## src/hw/rtl/pdda_pkg.sv

```systemverilog
package pdda_pkg;

  // Field and state widths.
  localparam int unsigned SmpW  = 8;
  localparam int unsigned SumW  = 16;
  localparam int unsigned CntW  = 7;
  localparam int unsigned CfgW  = 7;
  localparam int unsigned CfgIdxW = 4;

  // Clamp limits for the two divisor registers.
  localparam int unsigned MaxSamples   = 64;
  localparam int unsigned MaxScrollDiv = 64;

  // The divisor is at most MaxSamples * MaxScrollDiv.
  localparam int unsigned DivW = $clog2(MaxSamples * MaxScrollDiv + 1);

  // One quotient bit is resolved per divider step.
  localparam int unsigned DivSteps = SumW;
  localparam int unsigned StepW    = $clog2(DivSteps);

  // Saturation limits of the accumulators and of the 8-bit results.
  localparam logic signed [SumW:0] SumMax = 17'sd32767;
  localparam logic signed [SumW:0] SumMin = -17'sd32768;
  localparam logic signed [SmpW-1:0] OutMax = 8'sd127;
  localparam logic signed [SmpW-1:0] OutMin = -8'sd128;

  // Configuration register indexes.
  localparam logic [CfgIdxW-1:0] RegSampleCount   = 4'd0;
  localparam logic [CfgIdxW-1:0] RegScrollDivider = 4'd1;
  localparam logic [CfgIdxW-1:0] RegScrollMode    = 4'd2;
  localparam logic [CfgIdxW-1:0] RegPrimarySide   = 4'd3;

  // Reset values of the configuration registers.
  localparam logic [CfgW-1:0] SampleCountRst   = 7'd10;
  localparam logic [CfgW-1:0] ScrollDividerRst = 7'd10;

  // Commands from the controller to the datapath.
  typedef struct packed {
    logic accept;
    logic decide;
    logic step;
    logic finish;
  } pdda_cmd_t;

  // Status from the datapath to the controller.
  typedef struct packed {
    logic dump;
  } pdda_sts_t;

  // Saturate a 17-bit sum to the 16-bit accumulator range.
  function automatic logic signed [SumW-1:0] sat16(input logic signed [SumW:0] v);
    logic signed [SumW-1:0] r;
    if (v > SumMax) begin
      r = SumMax[SumW-1:0];
    end else if (v < SumMin) begin
      r = SumMin[SumW-1:0];
    end else begin
      r = v[SumW-1:0];
    end
    return r;
  endfunction

  // Force a register value into the range 1 to hi.
  function automatic logic [CfgW-1:0] clamp_cfg(input logic [CfgW-1:0] v,
                                                input logic [CfgW-1:0] hi);
    logic [CfgW-1:0] r;
    if (v == '0) begin
      r = CfgW'(1);
    end else if (v > hi) begin
      r = hi;
    end else begin
      r = v;
    end
    return r;
  endfunction

endpackage

```

## src/hw/rtl/pdda_ctrl.sv

```systemverilog
module pdda_ctrl import pdda_pkg::*; (
  input  logic      clk_i,
  input  logic      rst_ni,
  input  logic      in_valid_i,
  output logic      in_stall_o,
  input  logic      out_stall_i,
  output logic      out_valid_o,
  input  pdda_sts_t sts_i,
  output pdda_cmd_t cmd_o
);

  localparam logic [1:0] StIdle   = 2'd0;
  localparam logic [1:0] StDecide = 2'd1;
  localparam logic [1:0] StDiv    = 2'd2;
  localparam logic [1:0] StFin    = 2'd3;

  logic [1:0]       state_q, state_d;
  logic [StepW-1:0] cnt_q, cnt_d;
  logic             out_valid_q, out_valid_d;
  logic             out_free;

  // The output register can load when it is empty or being drained.
  assign out_free = !out_valid_q || !out_stall_i;

  // Sequencing of one request through accumulate, decide, a divide on a dump, and finish.
  always_comb begin
    state_d = state_q;
    cnt_d   = cnt_q;
    cmd_o   = '0;
    unique case (state_q)
      StIdle: begin
        if (in_valid_i) begin
          cmd_o.accept = 1'b1;
          state_d      = StDecide;
        end
      end
      StDecide: begin
        cmd_o.decide = 1'b1;
        cnt_d        = '0;
        state_d      = sts_i.dump ? StDiv : StFin;
      end
      StDiv: begin
        cmd_o.step = 1'b1;
        cnt_d      = cnt_q + StepW'(1);
        if (cnt_q == StepW'(DivSteps - 1)) begin
          state_d = StFin;
        end
      end
      StFin: begin
        if (out_free) begin
          cmd_o.finish = 1'b1;
          state_d      = StIdle;
        end
      end
      default: begin
        state_d = StIdle;
      end
    endcase
  end

  // Output valid is set by a finished request and cleared when taken.
  always_comb begin
    if (cmd_o.finish) begin
      out_valid_d = 1'b1;
    end else if (!out_stall_i) begin
      out_valid_d = 1'b0;
    end else begin
      out_valid_d = out_valid_q;
    end
  end

  always_ff @(posedge clk_i or negedge rst_ni) begin
    if (!rst_ni) begin
      state_q     <= StIdle;
      cnt_q       <= '0;
      out_valid_q <= 1'b0;
    end else begin
      state_q     <= state_d;
      cnt_q       <= cnt_d;
      out_valid_q <= out_valid_d;
    end
  end

  assign in_stall_o  = (state_q != StIdle);
  assign out_valid_o = out_valid_q;

endmodule

```

## src/hw/rtl/pdda_dp.sv

```systemverilog
module pdda_dp import pdda_pkg::*; (
  input  logic                   clk_i,
  input  logic                   rst_ni,
  input  logic                   cfg_we_i,
  input  logic [CfgIdxW-1:0]     cfg_index_i,
  input  logic [CfgW-1:0]        cfg_data_i,
  input  logic signed [SmpW-1:0] sample_x_i,
  input  logic signed [SmpW-1:0] sample_y_i,
  input  pdda_cmd_t              cmd_i,
  output pdda_sts_t              sts_o,
  output logic signed [SmpW-1:0] delta_x_o,
  output logic signed [SmpW-1:0] delta_y_o,
  output logic signed [SmpW-1:0] move_x_o,
  output logic signed [SmpW-1:0] move_y_o,
  output logic signed [SmpW-1:0] scroll_h_o,
  output logic signed [SmpW-1:0] scroll_v_o,
  output logic                   report_changed_o
);

  // Configuration registers.
  logic [CfgW-1:0] sample_count_q, scroll_divider_q;
  logic            scroll_mode_q, primary_side_q;

  // Accumulators and sample counter.
  logic signed [SumW-1:0] sum_x_q, sum_y_q;
  logic [CntW-1:0]        seen_q;

  // Divider lanes: dividend magnitude shifts out of the quotient register into the remainder.
  logic [DivW-1:0] div_q;
  logic [SumW-1:0] quo_x_q, quo_y_q;
  logic [DivW-1:0] rem_x_q, rem_y_q;
  logic            neg_x_q, neg_y_q, dump_q;

  // Output payload registers.
  logic signed [SmpW-1:0] dx_q, dy_q, mx_q, my_q, sh_q, sv_q;
  logic                   chg_q;

  logic [CfgW-1:0]   n_eff, sd_eff;
  logic [2*CfgW-1:0] div_prod;
  logic [SumW-1:0]   mag_x, mag_y;
  logic              mode_clear;

  // Effective divisor and dump decision for the current count.
  assign n_eff    = clamp_cfg(sample_count_q, CfgW'(MaxSamples));
  assign sd_eff   = clamp_cfg(scroll_divider_q, CfgW'(MaxScrollDiv));
  assign div_prod = (scroll_mode_q || !primary_side_q) ? n_eff * sd_eff
                                                       : (2*CfgW)'(n_eff);
  assign sts_o.dump = (seen_q >= n_eff);

  assign mag_x = sum_x_q[SumW-1] ? SumW'(-sum_x_q) : SumW'(sum_x_q);
  assign mag_y = sum_y_q[SumW-1] ? SumW'(-sum_y_q) : SumW'(sum_y_q);

  assign mode_clear = cfg_we_i && (cfg_index_i == RegScrollMode) &&
                      (cfg_data_i[0] != scroll_mode_q);

  // Configuration register writes; unknown indexes are ignored.
  always_ff @(posedge clk_i or negedge rst_ni) begin
    if (!rst_ni) begin
      sample_count_q   <= SampleCountRst;
      scroll_divider_q <= ScrollDividerRst;
      scroll_mode_q    <= 1'b0;
      primary_side_q   <= 1'b1;
    end else if (cfg_we_i) begin
      case (cfg_index_i)
        RegSampleCount:   sample_count_q   <= cfg_data_i;
        RegScrollDivider: scroll_divider_q <= cfg_data_i;
        RegScrollMode:    scroll_mode_q    <= cfg_data_i[0];
        RegPrimarySide:   primary_side_q   <= cfg_data_i[0];
        default: ;
      endcase
    end
  end

  // One restoring divide step for a lane.
  function automatic logic [DivW+SumW-1:0] div_step(input logic [DivW-1:0] rem,
                                                     input logic [SumW-1:0] quo,
                                                     input logic [DivW-1:0] dvs);
    logic [DivW:0] shifted, trial;
    logic [DivW-1:0] rem_n;
    logic            bit_n;
    shifted = {rem, quo[SumW-1]};
    trial   = shifted - {1'b0, dvs};
    if (!trial[DivW]) begin
      rem_n = trial[DivW-1:0];
      bit_n = 1'b1;
    end else begin
      rem_n = shifted[DivW-1:0];
      bit_n = 1'b0;
    end
    return {rem_n, quo[SumW-2:0], bit_n};
  endfunction

  // Clip a signed quotient, given as sign and magnitude, to 8 bits.
  function automatic logic signed [SmpW-1:0] clip_q(input logic neg,
                                                     input logic [SumW-1:0] mag);
    logic signed [SmpW-1:0] r;
    if (!neg) begin
      r = (mag > SumW'(127)) ? OutMax : SmpW'(mag);
    end else begin
      r = (mag > SumW'(128)) ? OutMin : SmpW'(-mag);
    end
    return r;
  endfunction

  // Accumulators, sample counter and remainder write-back.
  always_ff @(posedge clk_i or negedge rst_ni) begin
    if (!rst_ni) begin
      sum_x_q <= '0;
      sum_y_q <= '0;
      seen_q  <= '0;
    end else if (mode_clear) begin
      sum_x_q <= '0;
      sum_y_q <= '0;
      seen_q  <= '0;
    end else if (cmd_i.accept) begin
      sum_x_q <= sat16((SumW+1)'(sum_x_q) + (SumW+1)'(sample_x_i));
      sum_y_q <= sat16((SumW+1)'(sum_y_q) - (SumW+1)'(sample_y_i));
      seen_q  <= seen_q + CntW'(1);
    end else if (cmd_i.finish && dump_q) begin
      sum_x_q <= neg_x_q ? -$signed(SumW'(rem_x_q)) : $signed(SumW'(rem_x_q));
      sum_y_q <= neg_y_q ? -$signed(SumW'(rem_y_q)) : $signed(SumW'(rem_y_q));
      seen_q  <= '0;
    end
  end

  // Shared two-lane divider: loaded at the decision, one bit per step.
  always_ff @(posedge clk_i) begin
    if (cmd_i.decide) begin
      dump_q  <= sts_o.dump;
      div_q   <= DivW'(div_prod);
      quo_x_q <= mag_x;
      quo_y_q <= mag_y;
      rem_x_q <= '0;
      rem_y_q <= '0;
      neg_x_q <= sum_x_q[SumW-1];
      neg_y_q <= sum_y_q[SumW-1];
    end else if (cmd_i.step) begin
      {rem_x_q, quo_x_q} <= div_step(rem_x_q, quo_x_q, div_q);
      {rem_y_q, quo_y_q} <= div_step(rem_y_q, quo_y_q, div_q);
    end
  end

  // Result formatting into the output register.
  always_ff @(posedge clk_i) begin
    logic signed [SmpW-1:0] dx, dy, mx, my, sh, sv;
    logic                   nz, chg;
    dx  = '0;
    dy  = '0;
    mx  = '0;
    my  = '0;
    sh  = '0;
    sv  = '0;
    chg = 1'b0;
    if (dump_q) begin
      dx = clip_q(neg_x_q, quo_x_q);
      dy = clip_q(neg_y_q, quo_y_q);
    end
    nz = (dx != '0) || (dy != '0);
    if (primary_side_q && nz) begin
      chg = 1'b1;
      if (scroll_mode_q) begin
        sh = dx;
        sv = (dy == OutMin) ? OutMax : -dy;
      end else begin
        mx = dx;
        my = dy;
      end
    end
    if (cmd_i.finish) begin
      dx_q  <= dx;
      dy_q  <= dy;
      mx_q  <= mx;
      my_q  <= my;
      sh_q  <= sh;
      sv_q  <= sv;
      chg_q <= chg;
    end
  end

  assign delta_x_o        = dx_q;
  assign delta_y_o        = dy_q;
  assign move_x_o         = mx_q;
  assign move_y_o         = my_q;
  assign scroll_h_o       = sh_q;
  assign scroll_v_o       = sv_q;
  assign report_changed_o = chg_q;

endmodule

```

## src/hw/rtl/pointer_delta_decimating_averager_unit.sv

```systemverilog
// Averages motion samples from an optical sensor and emits pointer deltas.
// Input channel: in_valid_i/in_stall_o with sample_x_i and sample_y_i.
// One request is accepted when valid is high and stall is low; y is negated
// and both axes add into saturating 16-bit accumulators.
// Output channel: out_valid_o/out_stall_i; exactly one result per request.
// When the sample count reaches sample_count, both sums are divided by the
// divisor, the quotients are clipped to 8 bits and the remainders are kept.
// A result is offered from the output register once the request has passed the
// decide and finish states, and on a dump also the divide state, where the shared
// two-lane restoring divider resolves one quotient bit per cycle.
// One request is in flight at a time, so a new request is accepted only once the
// last one has finished; a finished result waits in the
// output register while the next request is accepted and worked on.
// A stalled receiver holds the result; the next result waits until taken.
// Configuration: cfg_valid_i/cfg_ready_o with cfg_index_i and cfg_data_i,
// always ready; written only while the block is idle, a rule left to the user.
// Reset clears the accumulators and restores the register defaults.
module pointer_delta_decimating_averager_unit import pdda_pkg::*; (
  input  logic                   clk_i,
  input  logic                   rst_ni,
  input  logic                   cfg_valid_i,
  output logic                   cfg_ready_o,
  input  logic [CfgIdxW-1:0]     cfg_index_i,
  input  logic [CfgW-1:0]        cfg_data_i,
  input  logic                   in_valid_i,
  output logic                   in_stall_o,
  input  logic signed [SmpW-1:0] sample_x_i,
  input  logic signed [SmpW-1:0] sample_y_i,
  output logic                   out_valid_o,
  input  logic                   out_stall_i,
  output logic signed [SmpW-1:0] delta_x_o,
  output logic signed [SmpW-1:0] delta_y_o,
  output logic signed [SmpW-1:0] move_x_o,
  output logic signed [SmpW-1:0] move_y_o,
  output logic signed [SmpW-1:0] scroll_h_o,
  output logic signed [SmpW-1:0] scroll_v_o,
  output logic                   report_changed_o
);

  pdda_cmd_t cmd;
  pdda_sts_t sts;

  // Register writes are taken in any cycle.
  assign cfg_ready_o = 1'b1;

  pdda_ctrl u_ctrl (
    .clk_i       (clk_i),
    .rst_ni      (rst_ni),
    .in_valid_i  (in_valid_i),
    .in_stall_o  (in_stall_o),
    .out_stall_i (out_stall_i),
    .out_valid_o (out_valid_o),
    .sts_i       (sts),
    .cmd_o       (cmd)
  );

  pdda_dp u_dp (
    .clk_i            (clk_i),
    .rst_ni           (rst_ni),
    .cfg_we_i         (cfg_valid_i && cfg_ready_o),
    .cfg_index_i      (cfg_index_i),
    .cfg_data_i       (cfg_data_i),
    .sample_x_i       (sample_x_i),
    .sample_y_i       (sample_y_i),
    .cmd_i            (cmd),
    .sts_o            (sts),
    .delta_x_o        (delta_x_o),
    .delta_y_o        (delta_y_o),
    .move_x_o         (move_x_o),
    .move_y_o         (move_y_o),
    .scroll_h_o       (scroll_h_o),
    .scroll_v_o       (scroll_v_o),
    .report_changed_o (report_changed_o)
  );

endmodule

```

## config.mk

```make
export PLATFORM = sky130hd
export DESIGN_NAME = pointer_delta_decimating_averager_unit
export DESIGN_NICKNAME = d
export VERILOG_FILES = /design/src/hw/rtl/pdda_pkg.sv /design/src/hw/rtl/pdda_ctrl.sv /design/src/hw/rtl/pdda_dp.sv /design/src/hw/rtl/pointer_delta_decimating_averager_unit.sv
export SDC_FILE = /design/constraint.sdc
export NUM_CORES = 1
export LEC_CHECK = 0
export CAP_MARGIN = 10
export CORE_MARGIN = 1.5
export CORE_UTILIZATION = 50
export CTS_CLUSTER_SIZE = 24
export DETAILED_ROUTE_END_ITERATION = 16
export DONT_BUFFER_PORTS = 1
export GPL_ROUTABILITY_DRIVEN = 0
export SLEW_MARGIN = 20
export SYNTH_ARGS = -nofsm -noshare
export SYNTH_HDL_FRONTEND = slang
export SYNTH_HIERARCHICAL = 1
export SYNTH_SLANG_ARGS = --single-unit
```

## constraint.sdc

```tcl
create_clock -name clk_i -period 9.1 [get_ports clk_i]
set_input_delay 0.455 -clock clk_i [delete_from_list [all_inputs] [get_ports clk_i]]
set_output_delay 0.455 -clock clk_i [all_outputs]
set_load 0.02 [all_outputs]
```

==> summary.txt, run 1 <==
Logic synthesis
  – Yosys top cell area share: 20.7%
  – Mux cell area share after synthesis: 3.58%
  – Largest family of logic cells by synthesized area: compound AO/OA/AOI/OAI gates
  – Cells after Synth: 1543
  – Count of cell types in the netlist: 85
  – Mapped Nets: 1711
  – Post-synth EDFFs: 97
  – FF+latch count, synth: 185
  – Simple logic cell fraction of the synthesized area: 17.0%
  – Largest cells by area after synthesis: edfxtp_1 (21%), dfrtp_1 (10%), ha_1 (9.7%)
  – XOR/XNOR Fraction of Synth Area: 7.03%
  – Post-Syn Area: 14100 um2
  – Synth Area in Compound Gates: 18.5%
  – Syn Area/Cell: 9.12 um2
  – Primary FF master, synth: edfxtp_1
  – Synth cell count leaders: nor2_1 (171), inv_1 (115), ha_1 (109)
  – Post-synthesis async set-or-reset flop share: 33.5%
  – Most numerous cell in the Yosys netlist: nor2_1
  – Sequential share of the synthesized area: 35.5%
  – Syn. warnings: 6
  – Largest area contributor in the netlist: edfxtp_1
  – Synth Area in Adders: 13.5%

Critical path
  – Worst Setup End Kind: flip-flop
  – Max FO, Critical Path: 6
  – Worst Path Arrival: 5770 ps
  – Crit Path Category: flip-flop to flip-flop
  – Critical path required time: 9250 ps
  – Startpoint types: flip-flop

Timing
  – Endpoints failing hold: 0
  – Slew Limit Fails: 0
  – Tmin final: 5610 ps
  – Fmax: 0.178 GHz
  – Setup TNS: 0 ps
  – Clock Skews: 16.9 ps
  – # setup viols final: 0
  – Worst slew margin: 28.9%
  – Worst-margin pin slew: 1070 ps
  – Fin worst setup slack: 3490 ps
  – Period utilisation layout: 61.7%
  – RSZ-0062 raised after global routing: no

Clocking
  – CTS clk-pin slew, worst paths: 80 ps
  – Clock sinks: 185
  – H-tree levels: 4
  – CTS Root Cell: clkbuf_16
  – CTS Buf Count: 17
  – Maximum root-to-sink buffer count: 2
  – CTS tree: built
  – Post-CTS setup buffers: 0
  – Clk_lat worst skew: 440 ps

Power
  – Final Total Pwr: 5.83 mW
  – Maximum vdd drop: 0.165 mV
  – P_int: 3.07 mW
  – Clock share of power: 12.7%
  – Sw frac: 47.3%
  – Leakage: 6.28 nW
  – PwrDens: 389 nW/um2
  – Sequential power share: 32.3%
  – Comb pwr share: 55.0%
  – Net switching power: 2.76 mW

Finish
  – NumNets Final: 1685
  – Antenna Cells: 0
  – Layout area overhead: 6.61%
  – Share of layout cells above drive strength 1: 7.12%
  – Fin util: 54.1%

Drt
  – WL per Instance: 17.3 um
  – Detailed Routing Iterations Pass 1: 5
  – Met2 wire length: 15400 um
  – # DRC: 0
  – Iter 0 DRT Violations: 679
  – Routed vias: 10900
  – Max Used Layer: met5
  – Met3 wire length: 1250 um
  – Met1 Wirelength: 16100 um
  – Final WL: 33000 um
  – Post-DRT Antenna Nets: 0
  – Vias/cell: 5.73

Outcome
  – Status: completed

Floorplan
  – I/O pin cnt: 84
  – Core area: 27700 um2
  – Die Ht: 171 um
  – Full die area: 29200 um2
  – Horiz. Die Dim: 171 um
  – Starting Density: 50.8%
  – Row cnt: 61

Worst hold path
  – Min-Delay Path Class: input pin to flip-flop

Global routing
  – First-pass GRT wire length: 53300 um
  – GRT Overall Usage: 23.1%
  – Grt ovf: 0
  – Vias in the first global route: 10300
  – Pin count of the biggest net entering global routing: 93
  – Initial antenna violation count: 1

Placed design
  – Detailed Place HPWL: 25000 um
  – PortBufs: 0
  – DP Worst Slack: 3540 ps

Run
  – Max-Cap Viols: 0
[metrics by stage]
stage | instances | instance area, um2 | hold WS (ps)
after floorplan | 1543 | 14100 | 159
after global placement | 1874 | 14400 | 161
after detailed placement | 1874 | 14400 | 160
after CTS | 1908 | 15000 | 118
after global routing | 1908 | 15000 | 118
final | 1908 | 15000 | 138
[area by class of cell]
class	count	area, um2
Sequential cell	185	4990
Tap cell	378	473
Fill cell	2539	12700
Multi-Input combinational cell	1186	8430
Timing Repair Buffer	9	90.1
Clock inverter	15	150
Inverter	118	443
Clock buffer	17	425
[critical path, stage by stage, from the launching register on]
cell	delay, ps
dfrtp_1	390
or4_1	530
nor2_1	90
o21ai_0	250
inv_1	190
nand2_1	110
fa_1	530
fa_1	550
inv_1	60
fa_1	530
inv_1	50
fa_1	530
inv_1	50
ha_1	340
nor2b_1	150
o21a_1	190
o41a_1	350
a31oi_1	230
xnor2_1	150
nor2_1	60
[registers in the layout, summed over array words and instances (netlist names), 13 cells and up]
name and cells:
u_dp/sum_x_q 16, u_dp/rem_x_q 13, u_dp/div_q 13, u_dp/sum_y_q 16, u_dp/rem_y_q 13, u_dp/quo_y_q 16, u_dp/quo_x_q 16
[repair_timing]
item,CTS,global route
endpoints found under the hold margin,62,0
hold buffers,2,0
gates resized for setup,0,0
[power groups by stage]
stage	combinational (mW)	clock, mW	sequential [mW]
CTS	3.21	0.763	1.88
detailed placement	3.18	0	1.90
global placement	3.14	0	1.89
floorplan	2.65	0	1.70
finish	3.21	0.741	1.88
global route	3.62	0.791	1.94
[worst paths after layout]
kind	from	to	slack [ps]	cells after the start
hold / removal	out_stall_i	u_ctrl/out_valid_o	140	1
setup / recovery	u_dp/sample_count_q[4]	u_dp/div_q[12]	3490	19
hold reg to reg	u_ctrl/cnt_q[0]	u_ctrl/cnt_q[0]	510	1
setup reg to reg	u_dp/sample_count_q[4]	u_dp/div_q[12]	3490	19
min in group asynchronous	rst_ni	u_ctrl/out_valid_o	540	2
max in group asynchronous	rst_ni	u_dp/scroll_divider_q[3]	8240	2
[logic make-up after synthesis]
family / after synthesis
flip-flops: 185
AO/OA/AOI/OAI: 397
other: 1
buffers and inverters: 172
XOR/XNOR: 113
multiplexers: 48
AND/OR/NAND/NOR: 491
adder cells (fa/ha/maj): 136
[routing by layer]
layer,track usage (%),vias to the layer above
li1,-,5485
met4,4.39,2
met1,32.4,5211
met3,3.45,19
met2,38.1,213
met5,0,-
[cell usage in the layout, fill, tap and decap left out, types with 11 or more instances in the layout]
master / instances
a211oi_1: 36
a21o_1: 12
a21oi_1: 90
a31oi_1: 17
and2_1: 11
and3_1: 13
clkbuf_16: 17
dfrtp_1: 57
dfxtp_1: 26
edfxtp_1: 97
fa_1: 27
ha_1: 107
inv_1: 115
mux2_2: 19
mux2i_1: 29
nand2_1: 106
nand2b_1: 22
nand3_1: 32
nor2_1: 171
nor2b_1: 28
nor3_1: 31
o21a_1: 20
o21ai_0: 89
o21ai_1: 15
o31ai_1: 19
or2_2: 11
or3_1: 12
or4_1: 13
xnor2_1: 65
xor2_1: 48
(Power assumes the default switching activity.)
==> run 2, diff against run 1 <==
- clock period: 9.1 -> 5.72 ns (I/O delays scaled with it)
==> summary.txt, run 2 (synthesis results as in run 1) <==
Timing
  – Setup TNS: 0 ps (unchanged)
  – Fmax: 0.190 GHz (+6.4%)
  – Hold slack: 66.0 ps (-71.9 ps)
  – Slew Limit Fails: 0 (unchanged)
  – Worst slew margin: 33.0% (+4.0 points)
  – Tmin final: 5280 ps (-337 ps)
  – Clock Skews: 11.6 ps (-5.31 ps)
  – Fin worst setup slack: 444 ps (-3040 ps)
  – RSZ-0062 raised after global routing: no
  – Endpoints failing hold: 0 (unchanged)
  – # setup viols final: 0 (unchanged)
  – Period utilisation layout: 92.2% (+31 points)
  – Worst-margin pin slew: 1010 ps (-60.4 ps)

Floorplan
  – Horiz. Die Dim: 171 um (unchanged)
  – Die Ht: 171 um (unchanged)
  – Full die area: 29200 um2 (unchanged)
  – Core area: 27700 um2 (unchanged)
  – Starting Density: 50.8% (unchanged)
  – I/O pin cnt: 84 (unchanged)
  – Row cnt: 61 (unchanged)

Power
  – PwrDens: 616 nW/um2 (+58%)
  – Maximum vdd drop: 0.250 mV (+52%)
  – Final Total Pwr: 9.31 mW (+60%)
  – Leakage: 6.33 nW (+0.81%)

Finish
  – Fin util: 54.6% (+0.46 points)
  – Non-Filler Instances: 1920 (+0.63%)
  – # fillers: 2571 (+1.3%)
  – Layout area overhead: 7.51%
  – Most frequent cells in the layout: nor2_1 (170), inv_1 (115), ha_1 (107)
  – Commonest non-fill, non-tap cell in the layout: nor2_1
  – Fin area: 15100 um2 (+0.84%)
  – NumNets Final: 1696 (+0.65%)
  – Share of layout cells above drive strength 1: 7.27% (+0.14 points)

Clocking
  – H-tree levels: 4 (unchanged)
  – CTS Root Cell: clkbuf_16
  – Clk_lat worst skew: 450 ps (about the same)
  – CTS Buf Count: 17 (unchanged)
  – Maximum root-to-sink buffer count: 2 (unchanged)
  – Post-CTS setup buffers: 0 (unchanged)
  – Clock sinks: 185 (unchanged)
  – CTS clk-pin slew, worst paths: 70 ps (about the same)
  – CTS tree: built

Worst hold path
  – Min-Delay Path Class: input pin to flip-flop
  – Worst hold start: cfg_index_i[1]

Critical path
  – Critical path required time: 5920 ps (-3330 ps)
  – Slowest Stage Delay on Critical Path: 550 ps (about the same)
  – Worst Setup End Kind: flip-flop
  – CP max-delay cell: fa_1
  – Worst Path Arrival: 5480 ps (-290 ps)
  – R2R Path Start: u_dp/sample_count_q[4]
  – Worst path cell trace: or4_1, nor2_1, o21ai_0, inv_1, nand2_1, fa_1, fa_1, inv_1, fa_1, inv_1, fa_1, inv_1, ha_1, nor2b_1, o21a_1, o41a_1, a31oi_1, xnor2_1, nor2_1
  – Crit Path Category: flip-flop to flip-flop
  – Max FO, Critical Path: 4 (-2)
  – Startpoint types: flip-flop
  – CP Launch Point: u_dp/sample_count_q[4]

Drt
  – Final WL: 33100 um (+0.35%)
  – Vias/cell: 5.70 (-0.42%)
  – Iter 0 DRT Violations: 633 (-6.8%)
  – Routed vias: 11000 (+0.20%)
  – # DRC: 0 (unchanged)
  – Post-DRT Antenna Nets: 0 (unchanged)
  – Detailed Routing Iterations Pass 1: 5 (unchanged)
  – WL per Instance: 17.2 um (-0.28%)

Global routing
  – Grt ovf: 0 (unchanged)
  – GRT Overall Usage: 23.4% (+0.23 points)
  – Initial antenna violation count: 2 (+1)
  – Pin count of the biggest net entering global routing: 64 (-31%)
  – First-pass GRT wire length: 53600 um (+0.58%)
  – Vias in the first global route: 10300 (+0.27%)

Placed design
  – PortBufs: 0 (unchanged)
  – Dpl cells: 1877 (+0.16%)
  – Detailed Place HPWL: 25000 um (-0.10%)
  – DP Worst Slack: 445 ps (-3090 ps)
  – Area post-placement: 14400 um2 (+0.16%)

Outcome
  – Status: completed

Run
  – Max-Cap Viols: 0 (unchanged)
## run 2: report_power, final
group          internal [mW]  total (mW)  switching (mW)  leakage (nW)
clock                  0.653        1.21           0.553         0.283
sequential              2.17        3.00           0.828          1.92
combinational           2.14        5.11            2.97          4.12
total                   4.96        9.31            4.35          6.33
## run 2: timing repair
action                                 CTS  global route
hold buffers                            10             0
resized for setup                        0             0
endpoints found under the hold margin   79             0
## run 2: worst max-delay path, delay by kind of cell, from the launching register on
kind | cells | cell delay (ps)
XOR/XNOR | 1 | 130
AND/OR/NAND/NOR | 5 | 900
AO/OA/AOI/OAI | 4 | 850
flip-flops | 1 | 400
buffers and inverters | 4 | 280
adder cells (fa/ha/maj) | 5 | 2490
## run 2: area by class of cell
cell class                      instances  area (um2)  share of cell area (%)
Multi-Input combinational cell       1186        8430                    55.7
Sequential cell                       185        4990                    33.0
Tap cell                              378         473                    3.13
Inverter                              118         443                    2.93
Clock buffer                           17         425                    2.81
Timing Repair Buffer                   20         193                    1.27
Clock inverter                         15         169                    1.12
Antenna cell                            1        2.50                  0.0165
## run 2: worst paths after layout
check / end / slack [ps] / cells past startpoint
hold / removal: u_dp/scroll_mode_q / 70 / 2
max in group asynchronous: u_dp/primary_side_q / 4960 / 2
setup / recovery: u_dp/div_q[12] / 440 / 19
hold reg to reg: u_ctrl/cnt_q[0] / 510 / 1
setup reg to reg: u_dp/div_q[12] / 440 / 19
min in group asynchronous: u_dp/sum_y_q[0] / 450 / 2
## run 2: metal layers
metal	vias up	track usage, %	wire length, um
li1	5515	-	-
met1	5204	32.3	16100
met2	186	37.6	15300
met3	45	3.17	997
met4	2	7.81	643
met5	-	0	9
